===== config.mk =====
export PLATFORM = sky130hd
export DESIGN_NAME = color_sensor_ambient_sequencer_top
export DESIGN_NICKNAME = d
export VERILOG_FILES = /design/src/rtl/core/csas_pkg.sv /design/src/rtl/core/csas_out_buf.sv /design/src/rtl/core/color_sensor_ambient_sequencer_top.sv
export SDC_FILE = /design/constraint.sdc
export NUM_CORES = 1
export LEC_CHECK = 0
export BUFFER_PORTS_ARGS = -buffer_cell sky130_fd_sc_hd__buf_2
export CAP_MARGIN = 10
export CORE_ASPECT_RATIO = 1.25
export CORE_MARGIN = 1.5
export CORE_UTILIZATION = 35
export CTS_CLUSTER_SIZE = 40
export DETAILED_ROUTE_END_ITERATION = 8
export GPL_TIMING_DRIVEN = 0
export SYNTH_ARGS = -nofsm -noshare
export SYNTH_HDL_FRONTEND = slang
export SYNTH_SLANG_ARGS = --single-unit

===== constraint.sdc =====
create_clock -name aclk -period 7.05 [get_ports aclk]
set_input_delay 1.41 -clock aclk [delete_from_list [all_inputs] [get_ports aclk]]
set_output_delay 1.41 -clock aclk [all_outputs]
set_load 0.1 [all_outputs]

===== src/rtl/core/csas_pkg.sv =====
// Shared types and constants for the colour sensor ambient sequencer.
`timescale 1ns / 1ps
`default_nettype none

package csas_pkg;

    // Register widths and reset values
    localparam int unsigned CFG_W          = 16;
    localparam int unsigned CFG_INDEX_W    = 1;
    localparam int unsigned TICK_W         = 16;
    localparam int unsigned RESULT_W       = 16;
    localparam int unsigned COUNT_WIDTH_DEF = 16;

    localparam logic [CFG_W-1:0] WINDOW_TICKS_RESET = 16'd2400;
    localparam logic [CFG_W-1:0] SETTLE_TICKS_RESET = 16'd50;

    // Register indexes
    localparam logic [CFG_INDEX_W-1:0] CFG_WINDOW_TICKS = 1'b0;
    localparam logic [CFG_INDEX_W-1:0] CFG_SETTLE_TICKS = 1'b1;

    // Input beat kinds carried on s_tuser
    localparam logic KIND_TICK  = 1'b0;
    localparam logic KIND_START = 1'b1;

    // Sequencer phases
    typedef enum logic [3:0] {
        PH_IDLE,
        PH_SETTLE_OFF,
        PH_AMB_R,
        PH_AMB_G,
        PH_AMB_B,
        PH_SETTLE_ON,
        PH_LIT_R,
        PH_LIT_G,
        PH_LIT_B
    } phase_t;

    // One result beat; last member sits in the lowest bits
    typedef struct packed {
        logic [RESULT_W-1:0] blue_count;
        logic [RESULT_W-1:0] green_count;
        logic [RESULT_W-1:0] red_count;
        logic                done_res;
        logic                busy_res;
        logic                led_on;
        logic                filter_s3;
        logic                filter_s2;
    } result_t;

    localparam int unsigned RESULT_BITS = $bits(result_t);
    localparam int unsigned M_TDATA_W   = ((RESULT_BITS + 7) / 8) * 8;
    localparam int unsigned S_TDATA_W   = 8;

endpackage

`default_nettype wire


===== src/rtl/core/csas_out_buf.sv =====
// Two-entry output buffer that decouples result beats from the input side.
`timescale 1ns / 1ps
`default_nettype none

module csas_out_buf #(
    parameter int unsigned DATA_W = csas_pkg::RESULT_BITS
) (
    input  wire logic              aclk,
    input  wire logic              aresetn,
    input  wire logic              in_valid,
    output logic                   in_ready,
    input  wire logic [DATA_W-1:0] in_data,
    output logic                   out_valid,
    input  wire logic              out_ready,
    output logic [DATA_W-1:0]      out_data
);

    logic [1:0]        count_reg, count_next;
    logic [DATA_W-1:0] head_reg, head_next;
    logic [DATA_W-1:0] skid_reg, skid_next;
    logic              push, pop;

    assign in_ready  = (count_reg != 2'd2);
    assign out_valid = (count_reg != 2'd0);
    assign out_data  = head_reg;
    assign push      = in_valid && in_ready;
    assign pop       = out_valid && out_ready;

    always_comb begin
        count_next = count_reg;
        head_next  = head_reg;
        skid_next  = skid_reg;
        if (pop) begin
            if (count_reg == 2'd2) begin
                head_next = skid_reg;
            end else if (push) begin
                head_next = in_data;
            end
        end else if (push) begin
            if (count_reg == 2'd0) begin
                head_next = in_data;
            end else begin
                skid_next = in_data;
            end
        end
        count_next = count_reg + 2'(push) - 2'(pop);
    end

    always_ff @(posedge aclk) begin
        if (!aresetn) begin
            count_reg <= 2'd0;
        end else begin
            count_reg <= count_next;
        end
        head_reg <= head_next;
        skid_reg <= skid_next;
    end

endmodule

`default_nettype wire


===== src/rtl/core/color_sensor_ambient_sequencer_top.sv =====
// Top level of the colour sensor ambient sequencer with ambient subtraction.
`timescale 1ns / 1ps
`default_nettype none

// Each input beat is either a start command (s_tuser = 1) or a one-microsecond
// tick carrying the sampled sensor level in s_tdata[0]. A start while idle
// switches the LED off, waits settle_ticks ticks, then runs red, green and
// blue counting windows of window_ticks ticks each, counting rising edges of
// the sensor level; the same is repeated with the LED lit. The first tick of
// every window only samples the level. The beat that closes the last lit
// window carries done_res = 1 and the new colour counts, each the lit count
// minus the ambient count, clamped at zero; counts hold until the next
// finished sequence. Starts while busy and ticks while idle change nothing.
// Every input beat gives exactly one result beat, showing the state after
// that beat. The block takes one beat per clock cycle: the sequencer state
// updates in the cycle the beat is accepted and the result is registered in
// a two-entry output buffer, so s_tready stays high while a single result
// waits and drops only when both buffer entries are full.
// Write window_ticks (index 0) and settle_ticks (index 1) only while idle.
module color_sensor_ambient_sequencer_top #(
    parameter int unsigned COUNT_WIDTH = csas_pkg::COUNT_WIDTH_DEF
) (
    input  wire logic                                 aclk,
    input  wire logic                                 aresetn,
    // Input channel
    input  wire logic                                 s_tvalid,
    output logic                                      s_tready,
    input  wire logic [csas_pkg::S_TDATA_W-1:0]       s_tdata,  // [0] sensor_level, rest zero
    input  wire logic                                 s_tuser,  // [0] kind (1 = start)
    // Result channel
    output logic                                      m_tvalid,
    input  wire logic                                 m_tready,
    // [0] filter_s2, [1] filter_s3, [2] led_on, [3] busy_res, [4] done_res,
    // [20:5] red_count, [36:21] green_count, [52:37] blue_count, rest zero
    output logic [csas_pkg::M_TDATA_W-1:0]            m_tdata,
    // Configuration write port
    input  wire logic                                 cfg_we,
    input  wire logic [csas_pkg::CFG_INDEX_W-1:0]     cfg_index,
    input  wire logic [csas_pkg::CFG_W-1:0]           cfg_wdata
);

    localparam int unsigned CW = COUNT_WIDTH;
    localparam int unsigned DW = (CW > csas_pkg::RESULT_W) ? CW : csas_pkg::RESULT_W;
    localparam int unsigned TW = csas_pkg::TICK_W;

    // Configuration registers
    logic [csas_pkg::CFG_W-1:0] window_reg;
    logic [csas_pkg::CFG_W-1:0] settle_reg;

    // Sequencer state
    csas_pkg::phase_t phase_reg, phase_next;
    logic [TW-1:0]    tick_reg, tick_next;
    logic             prev_reg, prev_next;
    logic [CW-1:0]    edge_reg, edge_next;
    logic [CW-1:0]    amb_reg [3];
    logic [CW-1:0]    amb_next [3];
    logic [CW-1:0]    lit_reg [2];
    logic [CW-1:0]    lit_next [2];
    logic [csas_pkg::RESULT_W-1:0] res_reg [3];
    logic [csas_pkg::RESULT_W-1:0] res_next [3];

    logic             s_acc;
    logic             kind;
    logic             level;
    logic             done_w;
    logic [TW:0]      tick_inc;
    logic [TW:0]      win_len;
    logic             win_end;
    logic             settle_end;
    logic [CW-1:0]    edge_win;
    csas_pkg::result_t result_w;
    logic [csas_pkg::RESULT_BITS-1:0] buf_data;

    assign s_acc = s_tvalid && s_tready;
    assign kind  = s_tuser;
    assign level = s_tdata[0];

    // Lit minus ambient, clamped at zero and saturated to the result field
    function automatic logic [csas_pkg::RESULT_W-1:0] clamp_diff(
        input logic [CW-1:0] lit,
        input logic [CW-1:0] amb
    );
        logic [DW-1:0] d;
        d = (lit > amb) ? DW'(lit - amb) : '0;
        if (d > DW'({csas_pkg::RESULT_W{1'b1}})) begin
            clamp_diff = '1;
        end else begin
            clamp_diff = d[csas_pkg::RESULT_W-1:0];
        end
    endfunction

    // Configuration writes
    always_ff @(posedge aclk) begin
        if (!aresetn) begin
            window_reg <= csas_pkg::WINDOW_TICKS_RESET;
            settle_reg <= csas_pkg::SETTLE_TICKS_RESET;
        end else if (cfg_we) begin
            unique case (cfg_index)
                csas_pkg::CFG_WINDOW_TICKS: window_reg <= cfg_wdata;
                csas_pkg::CFG_SETTLE_TICKS: settle_reg <= cfg_wdata;
                default: ;
            endcase
        end
    end

    // Tick bookkeeping shared by settle waits and counting windows
    assign tick_inc   = {1'b0, tick_reg} + (TW+1)'(1);
    // A zero window behaves as a window of one tick
    assign win_len    = (window_reg == '0) ? (TW+1)'(1) : {1'b0, window_reg};
    assign win_end    = (tick_inc >= win_len);
    assign settle_end = (tick_inc >= {1'b0, settle_reg});

    // First tick of a window clears the count; later ticks count rising edges, saturating
    always_comb begin
        if (tick_reg == '0) begin
            edge_win = '0;
        end else if (level && !prev_reg && !(&edge_reg)) begin
            edge_win = edge_reg + CW'(1);
        end else begin
            edge_win = edge_reg;
        end
    end

    // Next state
    always_comb begin
        phase_next = phase_reg;
        tick_next  = tick_reg;
        prev_next  = prev_reg;
        edge_next  = edge_reg;
        amb_next   = amb_reg;
        lit_next   = lit_reg;
        res_next   = res_reg;
        done_w     = 1'b0;
        if (s_acc) begin
            if (kind == csas_pkg::KIND_START) begin
                // Start: honour only while idle; a zero settle goes straight to the window
                if (phase_reg == csas_pkg::PH_IDLE) begin
                    tick_next  = '0;
                    phase_next = (settle_reg == '0) ? csas_pkg::PH_AMB_R
                                                    : csas_pkg::PH_SETTLE_OFF;
                end
            end else begin
                unique case (phase_reg) inside
                    csas_pkg::PH_IDLE: ;
                    csas_pkg::PH_SETTLE_OFF, csas_pkg::PH_SETTLE_ON: begin
                        if (settle_end) begin
                            tick_next  = '0;
                            phase_next = (phase_reg == csas_pkg::PH_SETTLE_OFF)
                                         ? csas_pkg::PH_AMB_R : csas_pkg::PH_LIT_R;
                        end else begin
                            tick_next = tick_inc[TW-1:0];
                        end
                    end
                    default: begin
                        edge_next = edge_win;
                        prev_next = level;
                        if (!win_end) begin
                            tick_next = tick_inc[TW-1:0];
                        end else begin
                            tick_next = '0;
                            unique case (phase_reg)
                                csas_pkg::PH_AMB_R: begin
                                    amb_next[0] = edge_win;
                                    phase_next  = csas_pkg::PH_AMB_G;
                                end
                                csas_pkg::PH_AMB_G: begin
                                    amb_next[1] = edge_win;
                                    phase_next  = csas_pkg::PH_AMB_B;
                                end
                                csas_pkg::PH_AMB_B: begin
                                    amb_next[2] = edge_win;
                                    phase_next  = (settle_reg == '0) ? csas_pkg::PH_LIT_R
                                                                     : csas_pkg::PH_SETTLE_ON;
                                end
                                csas_pkg::PH_LIT_R: begin
                                    lit_next[0] = edge_win;
                                    phase_next  = csas_pkg::PH_LIT_G;
                                end
                                csas_pkg::PH_LIT_G: begin
                                    lit_next[1] = edge_win;
                                    phase_next  = csas_pkg::PH_LIT_B;
                                end
                                csas_pkg::PH_LIT_B: begin
                                    res_next[0] = clamp_diff(lit_reg[0], amb_reg[0]);
                                    res_next[1] = clamp_diff(lit_reg[1], amb_reg[1]);
                                    res_next[2] = clamp_diff(edge_win, amb_reg[2]);
                                    phase_next  = csas_pkg::PH_IDLE;
                                    done_w      = 1'b1;
                                end
                                default: ;
                            endcase
                        end
                    end
                endcase
            end
        end
    end

    // Result beat, built from the state after the accepted beat
    always_comb begin
        result_w             = '0;
        result_w.done_res    = done_w;
        result_w.busy_res    = (phase_next != csas_pkg::PH_IDLE);
        result_w.red_count   = res_next[0];
        result_w.green_count = res_next[1];
        result_w.blue_count  = res_next[2];
        unique case (phase_next) inside
            csas_pkg::PH_AMB_G, csas_pkg::PH_LIT_G: begin
                result_w.filter_s2 = 1'b1;
                result_w.filter_s3 = 1'b1;
            end
            csas_pkg::PH_AMB_B, csas_pkg::PH_LIT_B: begin
                result_w.filter_s3 = 1'b1;
            end
            default: ;
        endcase
        unique case (phase_next) inside
            csas_pkg::PH_SETTLE_ON, csas_pkg::PH_LIT_R,
            csas_pkg::PH_LIT_G, csas_pkg::PH_LIT_B: result_w.led_on = 1'b1;
            default: ;
        endcase
    end

    always_ff @(posedge aclk) begin
        if (!aresetn) begin
            phase_reg <= csas_pkg::PH_IDLE;
            tick_reg  <= '0;
            prev_reg  <= 1'b0;
            edge_reg  <= '0;
            amb_reg   <= '{default: '0};
            lit_reg   <= '{default: '0};
            res_reg   <= '{default: '0};
        end else begin
            phase_reg <= phase_next;
            tick_reg  <= tick_next;
            prev_reg  <= prev_next;
            edge_reg  <= edge_next;
            amb_reg   <= amb_next;
            lit_reg   <= lit_next;
            res_reg   <= res_next;
        end
    end

    // Hold result beats until the downstream side takes them
    csas_out_buf #(
        .DATA_W (csas_pkg::RESULT_BITS)
    ) u_out_buf (
        .aclk      (aclk),
        .aresetn   (aresetn),
        .in_valid  (s_acc),
        .in_ready  (s_tready),
        .in_data   (result_w),
        .out_valid (m_tvalid),
        .out_ready (m_tready),
        .out_data  (buf_data)
    );

    assign m_tdata = csas_pkg::M_TDATA_W'(buf_data);

`ifndef SYNTHESIS
    // A start while idle always launches a sequence
    a_start_launches: assert property (@(posedge aclk) disable iff (!aresetn)
        (s_acc && kind == csas_pkg::KIND_START && phase_reg == csas_pkg::PH_IDLE)
        |=> (phase_reg != csas_pkg::PH_IDLE))
        else $error("start beat in idle did not launch a sequence");

    // Reported counts move only on the finishing beat
    a_counts_hold: assert property (@(posedge aclk) disable iff (!aresetn)
        !(s_acc && done_w) |=> ($stable(res_reg[0]) && $stable(res_reg[1])
                                && $stable(res_reg[2])))
        else $error("colour counts changed without a finished sequence");

    // A tick in idle leaves the sequencer untouched
    a_idle_tick: assert property (@(posedge aclk) disable iff (!aresetn)
        (s_acc && kind == csas_pkg::KIND_TICK && phase_reg == csas_pkg::PH_IDLE)
        |=> (phase_reg == csas_pkg::PH_IDLE && $stable(edge_reg) && $stable(tick_reg)))
        else $error("tick in idle changed the sequencer state");

    // Input stalls only while a result is on offer
    a_stall_has_result: assert property (@(posedge aclk) disable iff (!aresetn)
        !s_tready |-> m_tvalid)
        else $error("input stalled with no result pending");
`endif

endmodule

`default_nettype wire


Word level (Yosys, flattened, before mapping)
Cells that the tools add are included.
- bits in registers: 305
- input port bits: 31
- output and inout port bits: 58
- word-level logic and storage cells: 131
- add/sub/neg operators: 7
- $lt $le $gt $ge: 8
- equality and inequality tests: 18
- muxes and demuxes: 42
- bitwise logic cells: 5
- reduce and logical (&&, ||, !) cells: 34
- operators by type and width (kind ; number):
    53-bit two-way mux ; 5
    48-bit two-way mux ; 5
    16-bit two-way mux ; 13
    16-bit greater-than comparator ; 3
    16-bit greater-than comparator, second input constant ; 3
    16-bit zero test ; 3
    16-bit subtractor ; 3
    17-bit by 16-bit >= comparator with 1-bit output ; 2
    4-bit by 3-bit == test with 1-bit output, second input constant ; 8
    16-bit one-hot mux with 2 select lines ; 1
    5-bit AND reduction ; 5
    4-bit one-hot mux with 6 select lines ; 1
    4-bit two-way mux ; 5
    16-bit by 1-bit adder with 17-bit output, second input constant ; 1
    16-bit by 1-bit adder with 16-bit output, second input constant ; 1
    16-bit AND reduction ; 1
    4-bit by 2-bit == test with 1-bit output, second input constant ; 3
    3-bit AND reduction ; 4
    4-bit == test, second input constant ; 2
    1-bit two-way mux ; 8
    4-bit one-hot mux with 2 select lines ; 1
    2-bit nonzero test ; 4
    4-bit OR reduction ; 2
    1-bit logical AND ; 5
    other kinds (16) ; 25

Longest topological paths before layout
Gate-level depths: netlist (run 1).
- depth in word-level cells: 17
- gate-level depth with buffers: 20
- depth with buffers taken out: 18

Modules after synthesis
From an unflattened synthesis (run 1), not the netlist that was laid out.
- cells, all modules: 1592
- area total of the unflattened synthesis: 15810.2 µm²
- modules (own cells, without submodules) (module ; instances ; cells each ; area an instance (µm²) ; sequential area each (µm²)):
    color_sensor_ambient_sequencer_top ; 1 ; 1409 ; 11746.3 ; 3943.8
    csas_out_buf ; 1 ; 183 ; 4063.9 ; 3223.1

Worst setup path after synthesis (run 1)
Ideal clock, no wire load.
- path type: input-to-reg
- start point: input m_tready
- end point: register u_out_buf.skid_reg[0], enable pin
- library setup time: 540 ps
- arrival: 5281 ps
- data required time: 6510 ps
- setup slack: 1229 ps
- stages: 1
- buffers on the path: 0
- cells stage by stage: nor3b_1
- word-level cells in the longest chain between the ends: 3
- ends and longest elaborated chain (element ; line ; text):
    start, declared ; color_sensor_ambient_sequencer_top.sv:32 ; input wire logic m_tready,
    1-bit logical AND ; csas_out_buf.sv:27 ; assign pop = out_valid && out_ready;
    1-bit inverter (no line) ; n/a ;
    3-bit AND reduction (no line) ; n/a ;
    end signal, assigned ; csas_out_buf.sv:56 ; skid_reg <= skid_next;
    end, declared ; csas_out_buf.sv:20 ; logic [DATA_W-1:0] skid_reg, skid_next;
No other way between the ends.
A chain may end at the register's enable or synchronous reset.

==> flow_summary.json, run 1 <==
{
  "outcome": "finished, violations left",
  "failing_checks": "DRC",
  "cts-root-buf": "clkbuf_16",
  "synth_seq_area_share_pct": 44.99,
  "cellLeakagePower_nw": 7.214,
  "post-synth-top-area-fraction_pct": 25.01,
  "filler_cell_count": 4520,
  "die_h_um": 241.5,
  "yosys_register_bits": 305,
  "gpl.final_weighted_congestion": 0.8490,
  "power_density_nw_per_um2": 278.1,
  "vias_in_the_first_global_route": 12240,
  "worst_slew_pin_slew_ns": 1.235,
  "totalPowerFinal_mw": 5.087,
  "wirelength_mm": 41.59,
  "synthFlopType": "dfxtp_1",
  "final-setup-viol-count": 0,
  "critical_path_class": "input port to flop",
  "clock_tree.buffer_depth": 3,
  "timing.hold.worst.start": "amb_reg[37]",
  "cts_setup_buffers": 0,
  "most_frequent_standard_cell_in_the_layout_excluding_fill_and_tap_cells": "nand2_1",
  "globalRouteTotalUtil_pct": 17.77,
  "worstHoldEndpoint": "amb_reg[37]",
  "synth_cell_type_count": 69,
  "start_util_pct": 35.35,
  "setup.reg_to_reg.worst_slack_ns": 1.69,
  "post_drt_via_cell_ratio": 5.081,
  "layout.cells.most_common_list": "nand2_1 (212), dfxtp_1 (199), inv_1 (119), edfxtp_1 (106), nor2b_1 (96)",
  "cts_hold_repair.buffers": 0,
  "power.sequential.fraction_pct": 39.8,
  "drt_iter0_markers": 702,
  "ant_nets": 0,
  "timing.critical_path.required_ns": 7.33,
  "drt_wl_cell_um": 17.24,
  "timing_hold_violations_final": 0,
  "tritoncts_num_sinks": 305,
  "critical_path.max_fanout": 10,
  "syn_area_um2": 15930,
  "clock_latency_ns": 0.54,
  "critical-path-max-stage-delay_ns": 0.65,
  "hold_path_depth": 2,
  "combinationalPowerShare_pct": 24.0,
  "global_route_wire_length_before_repair_mm": 66.21,
  "crit_path_end_kind": "flop",
  "switching_share_pct": 35.86,
  "floorplan.die_area_um2": 46810,
  "vias": 12260,
  "ys_async_sr_fraction_pct": 0,
  "placed_area_um2": 17130,
  "layout_worst_path_cycle_share_pct": 77.46,
  "final-seq-area_um2": 7167,
  "postSynthAreaPerCell_um2": 9.443,
  "tritoncts": "done",
  "number_of_buffer_cells_added_on_primary_ports": 77,
  "cts_repair_resize_count": 0,
  "dp.final_hpwl_mm": 31.43,
  "rsz_0062_raised_after_global_routing": "no",
  "multi_input_area_um2": 7988,
  "slew-limit-headroom_pct": 17.02,
  "finish.instance_area_um2": 18290,
  "period_needed_ns": 5.461,
  "worstHoldPathType": "flop to flop",
  "synth_area_leader_cell": "dfxtp_1",
  "layout_cell_share_with_drive_strength_beyond_1_pct": 11.12,
  "synthTopCellsByArea": "dfxtp_1 (25%), edfxtp_1 (20%), ha_1 (6.7%)",
  "share_clk_of_total_power_pct": 36.2,
  "clk_pin_slew_ns": 0.06,
  "drtPass1Iterations": 7,
  "fp.coreArea_um2": 45070,
  "clock.fmax_ghz": 0.1831,
  "critical_path.reg2reg.startpoint": "edge_reg[0]",
  "critical_path.top_delay_family": "compound AO/OA/AOI/OAI gates",
  "numCtsBuffers": 35,
  "number_of_synthesized_flops_with_an_enable_pin": 106,
  "pin_count": 89,
  "num_rows": 87,
  "yosysWarnings": 0,
  "timing.max_cap.violations": 0,
  "grt_antenna_before_repair": 1,
  "overflow_left_after_global_routing": 0,
  "finalMaxSlewViolations": 0,
  "ir_drop_uv": 180.7,
  "timing.critical_path.buf_inv": 2,
  "worstRegToRegCells": 17,
  "path_cells": "buf_2 -> nor2b_1 -> o211ai_1 -> nor3_1 -> xnor2_1 -> nor2_1 -> ha_1 -> and3_1 -> o2bb2ai_1 -> o21a_1 -> a221o_1 -> a221o_1 -> nand2_1 -> buf_2 -> o21ai_0 -> mux2_2",
  "switching_pwr_mw": 1.824,
  "worst_path_max_delay_cell": "nor2_1",
  "synth_to_final_area_change_pct": 14.81,
  "ctsHtreeMaxLevel": 2,
  "drc_errors": 8,
  "critical_path.reg2reg.endpoint": "u_out_buf.out_data[38]",
  "synth_cells": 1687,
  "antennaDiodeCount": 0,
  "fin_nets": 1927,
  "p_int_mw": 3.263,
  "fin_skew_ns": 0.01894,
  "crit_arrival_ns": 5.75,
  "worstSetupStartpointType": "input port",
  "largest_net_degree_at_the_start_of_global_routing": 32,
  "fp.dieW_um": 193.8
}
stage by stage:
stage | util, % | setup TNS [ns] | hold WS [ns] | instances | setup WS [ns]
after floorplan | - | 0 | 0.4307 | 1689 | 1.229
after global placement | 37.83 | -88.46 | 0.4417 | 2344 | -1.172
after detailed placement | 38.01 | 0 | 0.4559 | 2349 | 1.032
after CTS | 40.59 | 0 | 0.4628 | 2413 | 1.601
after global routing | 40.59 | 0 | 0.4729 | 2413 | 1.366
final | 40.59 | 0 | 0.4590 | 2413 | 1.589
Yosys cell counts, types with 6 or more instances:
cell and number:
nand2_1 212, dfxtp_1 199, inv_1 119, edfxtp_1 106, nor2b_1 96, ha_1 85
a21oi_1 64, nor2_1 62, a21boi_0 61, clkbuf_1 61, mux2i_1 52, and2_1 50
nor3_1 49, xnor2_1 44, o21ai_0 38, mux2_2 37, nand3_1 30, a21o_1 25
o31ai_1 24, xor2_1 19, nand4_1 18, a22oi_1 15, buf_2 15, nor4_1 15
a31oi_1 13, and3_1 13, nand2b_1 13, and4_1 12, o211ai_1 12, o21a_1 11
or3_1 11, a211oi_1 10, o21ai_1 9, o21bai_1 6, or2_2 6
area by class of cell:
type / count / share of cell area (%)
Timing Repair Buffer: 82 / 2.463
Multi-Input combinational cell: 1180 / 43.67
Clock buffer: 45 / 5.336
Clock inverter: 19 / 1.019
Sequential cell: 305 / 39.18
Inverter: 119 / 2.442
Tap cell: 578 / 3.954
Buffer: 85 / 1.929
logic make-up (layout without fill, tap and decap cells):
kind of cell    after synthesis  count (layout)  share of synthesized area (%)
compound gates              335             335                          14.44
xor+xnor                     63              63                          3.464
fa+ha+maj                    88              88                          7.053
buf+inv                     204             350                          5.019
flops                       305             305                          44.99
mux                          89              89                          5.883
other cells                   1               3                        0.02354
simple gates                602             602                          19.13
power by group through the flow:
stage	sequential, mW	clock [mW]	combinational (mW)
after floorplan	2.82	0	0.265
after global placement	2.08	0	1.21
after detailed placement	2.07	0	1.23
after CTS	2.03	1.88	1.23
after global routing	2.04	1.95	1.27
final	2.02	1.84	1.22
worst reg2reg max path: stages, from the launching register on:
cell and delay, ns:
dfxtp_1 0.38, ha_1 0.25, nand2_1 0.07, or3_1 0.42
o211ai_1 0.48, nor3_1 0.11, xnor2_1 0.17, nor2_1 0.65
ha_1 0.40, and3_1 0.18, o2bb2ai_1 0.14, o21a_1 0.24
a221o_1 0.43, a221o_1 0.39, nand2_1 0.10, buf_2 0.24
o21ai_0 0.19, mux2_2 0.30
per-layer routing:
metal	part of all wire, %	wire (um)	track usage, %	up-vias
met5	0.031	13	0	-
met4	3.9	1614	7.353	2
met3	4.0	1679	2.720	84
met2	50	20690	32.14	251
met1	42	17590	20.89	5744
li1	-	-	-	6180
worst max-delay path by stage:
| stage | startpoint | endpoint | cells after the start |
|---|---|---|---|
| 3_5_place_dp | s_tdata[0] | u_out_buf.out_data[52] | 14 |
| 3_3_place_gp | m_tready | u_out_buf.skid_reg[18] | 2 |
| 2_1_floorplan | m_tready | u_out_buf.skid_reg[0] | 1 |
| 6_report | s_tdata[0] | u_out_buf.out_data[38] | 16 |
| 4_1_cts | s_tdata[0] | u_out_buf.out_data[52] | 14 |
| 5_1_grt | s_tdata[0] | u_out_buf.out_data[38] | 15 |
Power figures use the tool's default switching activity.
==> run 2, diff against run 1 <==
--- a/config.mk
+++ b/config.mk
@@ -5,6 +5,7 @@
 export SDC_FILE = /design/constraint.sdc
 export NUM_CORES = 1
 export LEC_CHECK = 0
+export ABC_AREA = 1
 export BUFFER_PORTS_ARGS = -buffer_cell sky130_fd_sc_hd__buf_2
 export CAP_MARGIN = 10
 export CORE_ASPECT_RATIO = 1.25
==> constraint.sdc (replaced) <==
create_clock -name aclk -period 5.6 [get_ports aclk]
set_input_delay 1.12 -clock aclk [delete_from_list [all_inputs] [get_ports aclk]]
set_output_delay 1.12 -clock aclk [all_outputs]
set_load 0.1 [all_outputs]
==> run 2 against run 1 <==
Compared with the run above:
- the flow now finishes without violations
- global-route usage shrank 0.25 points
- utilization is 0.22 points higher
- register-to-register slack lost 0.69 ns
- critical endpoint is now u_out_buf.out_data[39]
==> flow_summary.json, run 2 <==
{
  "finish.instance_area_um2": 17580,
  "critical_path.max_fanout": 10,
  "fp.dieW_um": 190.0,
  "power_density_nw_per_um2": 367.4,
  "post-synth-top-area-fraction_pct": 26.05,
  "cts-root-buf": "clkbuf_16",
  "most_frequent_standard_cell_in_the_layout_excluding_fill_and_tap_cells": "nand2_1",
  "largest_net_degree_at_the_start_of_global_routing": 39,
  "drtPass1Iterations": 5,
  "post_drt_via_cell_ratio": 4.896,
  "numCtsBuffers": 31,
  "fin_skew_ns": 0.02196,
  "synth_cells": 1865,
  "floorplan.die_area_um2": 44960,
  "layout_worst_path_cycle_share_pct": 82.07,
  "cts_hold_repair.buffers": 0,
  "global_route_wire_length_before_repair_mm": 62.95,
  "syn_area_um2": 15290,
  "fp.coreArea_um2": 43070,
  "num_rows": 85,
  "vias_in_the_first_global_route": 12070,
  "timing.critical_path.buf_inv": 3,
  "worst_path_max_delay_cell": "dfxtp_1",
  "die_h_um": 236.7,
  "total_negative_setup_slacks_ns": 0,
  "drc_errors": 0,
  "final-setup-viol-count": 0,
  "number_of_buffer_cells_added_on_primary_ports": 77,
  "ys_async_sr_fraction_pct": 0,
  "ctsHtreeMaxLevel": 1,
  "synth_area_leader_cell": "dfxtp_1",
  "yosysWarnings": 0,
  "synthFlopType": "dfxtp_1",
  "synth_seq_area_share_pct": 46.87,
  "worst_slew_pin_slew_ns": 1.125,
  "fin_nets": 2098,
  "tritoncts": "done",
  "layout.cells.most_common_list": "nand2_1 (316), inv_1 (227), a21oi_1 (212), dfxtp_1 (199), o21ai_0 (151)",
  "cts_setup_buffers": 0,
  "yosys_register_bits": 305,
  "filler_cell_count": 4420,
  "finalMaxSlewViolations": 0,
  "layout_cell_share_with_drive_strength_beyond_1_pct": 12.92,
  "crit_path_end_kind": "flop",
  "synth_to_final_area_change_pct": 14.93,
  "postSynthAreaPerCell_um2": 8.200,
  "timing.max_cap.violations": 0,
  "clock.fmax_ghz": 0.2176,
  "timing_hold_violations_final": 0,
  "outcome": "finished clean",
  "worstHoldPathType": "flop to flop",
  "critPathMostFrequentCell": "nand2_1",
  "rsz_0062_raised_after_global_routing": "no",
  "start_util_pct": 35.50,
  "ant_nets": 0,
  "ir_drop_uv": 219.2,
  "critical_path.top_delay_family": "simple AND/OR/NAND/NOR gates",
  "clock_latency_ns": 0.59,
  "multi_input_area_um2": 6771,
  "grt_antenna_before_repair": 2,
  "post_synth_most_frequent_cells": "nand2_1 (316), inv_1 (227), a21oi_1 (212), dfxtp_1 (199), o21ai_0 (151)",
  "placed_area_um2": 16440,
  "synth_cell_type_count": 49,
  "worstSetupStartpointType": "flop",
  "path_cells": "ha_1 -> nand3_1 -> nor3_1 -> nand4_1 -> nand2_1 -> nor2_1 -> nand2_1 -> nor2_1 -> or2_2 -> nand3_1 -> inv_1 -> ha_1 -> nand2_1 -> nor2_1 -> nand2_1 -> o211ai_1 -> a21oi_1 -> o21ai_0 -> nand3_2 -> buf_6 -> o21ai_2 -> inv_2 -> o21ai_1",
  "vias": 12580,
  "pin_count": 89,
  "clk_pin_slew_ns": 0.06,
  "tritoncts_num_sinks": 305,
  "synth_most_common_cell": "nand2_1",
  "wirelength_mm": 39.55,
  "drt_iter0_markers": 757,
  "critical_path_class": "flop to flop",
  "period_needed_ns": 4.596,
  "synthTopCellsByArea": "dfxtp_1 (26%), edfxtp_1 (21%), nand2_1 (7.8%)",
  "final.hold.worst_slack_ns": 0.4501,
  "final-seq-area_um2": 7167,
  "cellLeakagePower_nw": 7.541,
  "critical-path-max-stage-delay_ns": 0.39,
  "overflow_left_after_global_routing": 0,
  "drt_wl_cell_um": 15.39,
  "slew-limit-headroom_pct": 24.69,
  "number_of_synthesized_flops_with_an_enable_pin": 106,
  "dp.final_hpwl_mm": 30.38,
  "cts_repair_resize_count": 0,
  "clock_tree.buffer_depth": 3,
  "globalRouteTotalUtil_pct": 17.52,
  "crit_arrival_ns": 5.00,
  "totalPowerFinal_mw": 6.458,
  "gpl.final_weighted_congestion": 0.9018,
  "timing.critical_path.required_ns": 6.01
}
run 2: changes by cell type after synthesis, moves of 37 or more:
cell	before	now
a21oi_1	64	212
mux2_2	37	0
inv_1	119	227
and2_1	50	3
o21ai_1	9	60
o21ai_0	38	151
a21boi_0	61	1
nand2_1	212	316
nor2b_1	96	0
nor2_1	62	136
inv_2	0	47
mux2i_1	52	0
run 2: kinds of logic after synthesis:
| group | Yosys count | synth area share, % |
|---|---|---|
| AOI/OAI and AO/OA | 495 | 17.64 |
| xor gates and xnor gates | 49 | 2.806 |
| adders and majority gates | 88 | 7.347 |
| buffers and inverters | 346 | 8.959 |
| DFF | 305 | 46.87 |
| other | 1 | 0.02452 |
| and+or+nand+nor | 581 | 16.36 |
run 2: worst register-to-register path, cell delays in order (launching register included):
cell and delay [ns]:
dfxtp_1 0.39, ha_1 0.22, nand3_1 0.12, nor3_1 0.19
nand4_1 0.15, nand2_1 0.19, nor2_1 0.07, nand2_1 0.10
nor2_1 0.07, or2_2 0.27, nand3_1 0.39, inv_1 0.10
ha_1 0.39, nand2_1 0.09, nor2_1 0.15, nand2_1 0.07
o211ai_1 0.16, a21oi_1 0.18, o21ai_0 0.34, nand3_2 0.21
buf_6 0.20, o21ai_2 0.15, inv_2 0.05, o21ai_1 0.17
run 2: per-layer routing:
layer | routed length [um] | global-route usage [%]
met1 | 16800 | 21.04
met2 | 19490 | 30.86
met3 | 1510 | 2.371
met4 | 1738 | 7.912
met5 | 13 | 0
run 2: path summary, 6_finish.rpt:
path | startpoint | to | slack [ns] | cells after the start
worst max-delay path | edge_reg[1] | u_out_buf.out_data[39] | 1.00 | 23
worst max register to register | edge_reg[1] | u_out_buf.out_data[39] | 1.00 | 23
worst min register to register | lit_reg[6] | lit_reg[6] | 0.45 | 2
worst min-delay path | lit_reg[6] | lit_reg[6] | 0.45 | 2
run 2: cell type report:
class	count	area share (%)
Sequential cell	305	40.78
Timing Repair Buffer	79	2.420
Multi-Input combinational cell	1216	38.53
Tap cell	565	4.022
Inverter	278	5.937
Clock buffer	39	4.941
Antenna cell	1	0.01424
Clock inverter	19	1.502
Buffer	68	1.858
run 2: power breakdown:
| group | internal, mW | leakage (nW) | switching (mW) |
|---|---|---|---|
| registers | 2.54 | 2.65 | 0.0589 |
| logic | 0.213 | 4.34 | 1.36 |
| clock network | 1.38 | 0.555 | 0.909 |
run 2: per-stage QoR:
stage / setup WS [ns] / instances / util (%)
after floorplan: 1.516 / 1867 / -
after global placement: 0.007598 / 2509 / 38.06
after detailed placement: 0.3719 / 2511 / 38.17
after CTS: 0.9595 / 2569 / 40.80
after global routing: 0.6496 / 2569 / 40.80
final: 1.004 / 2570 / 40.80
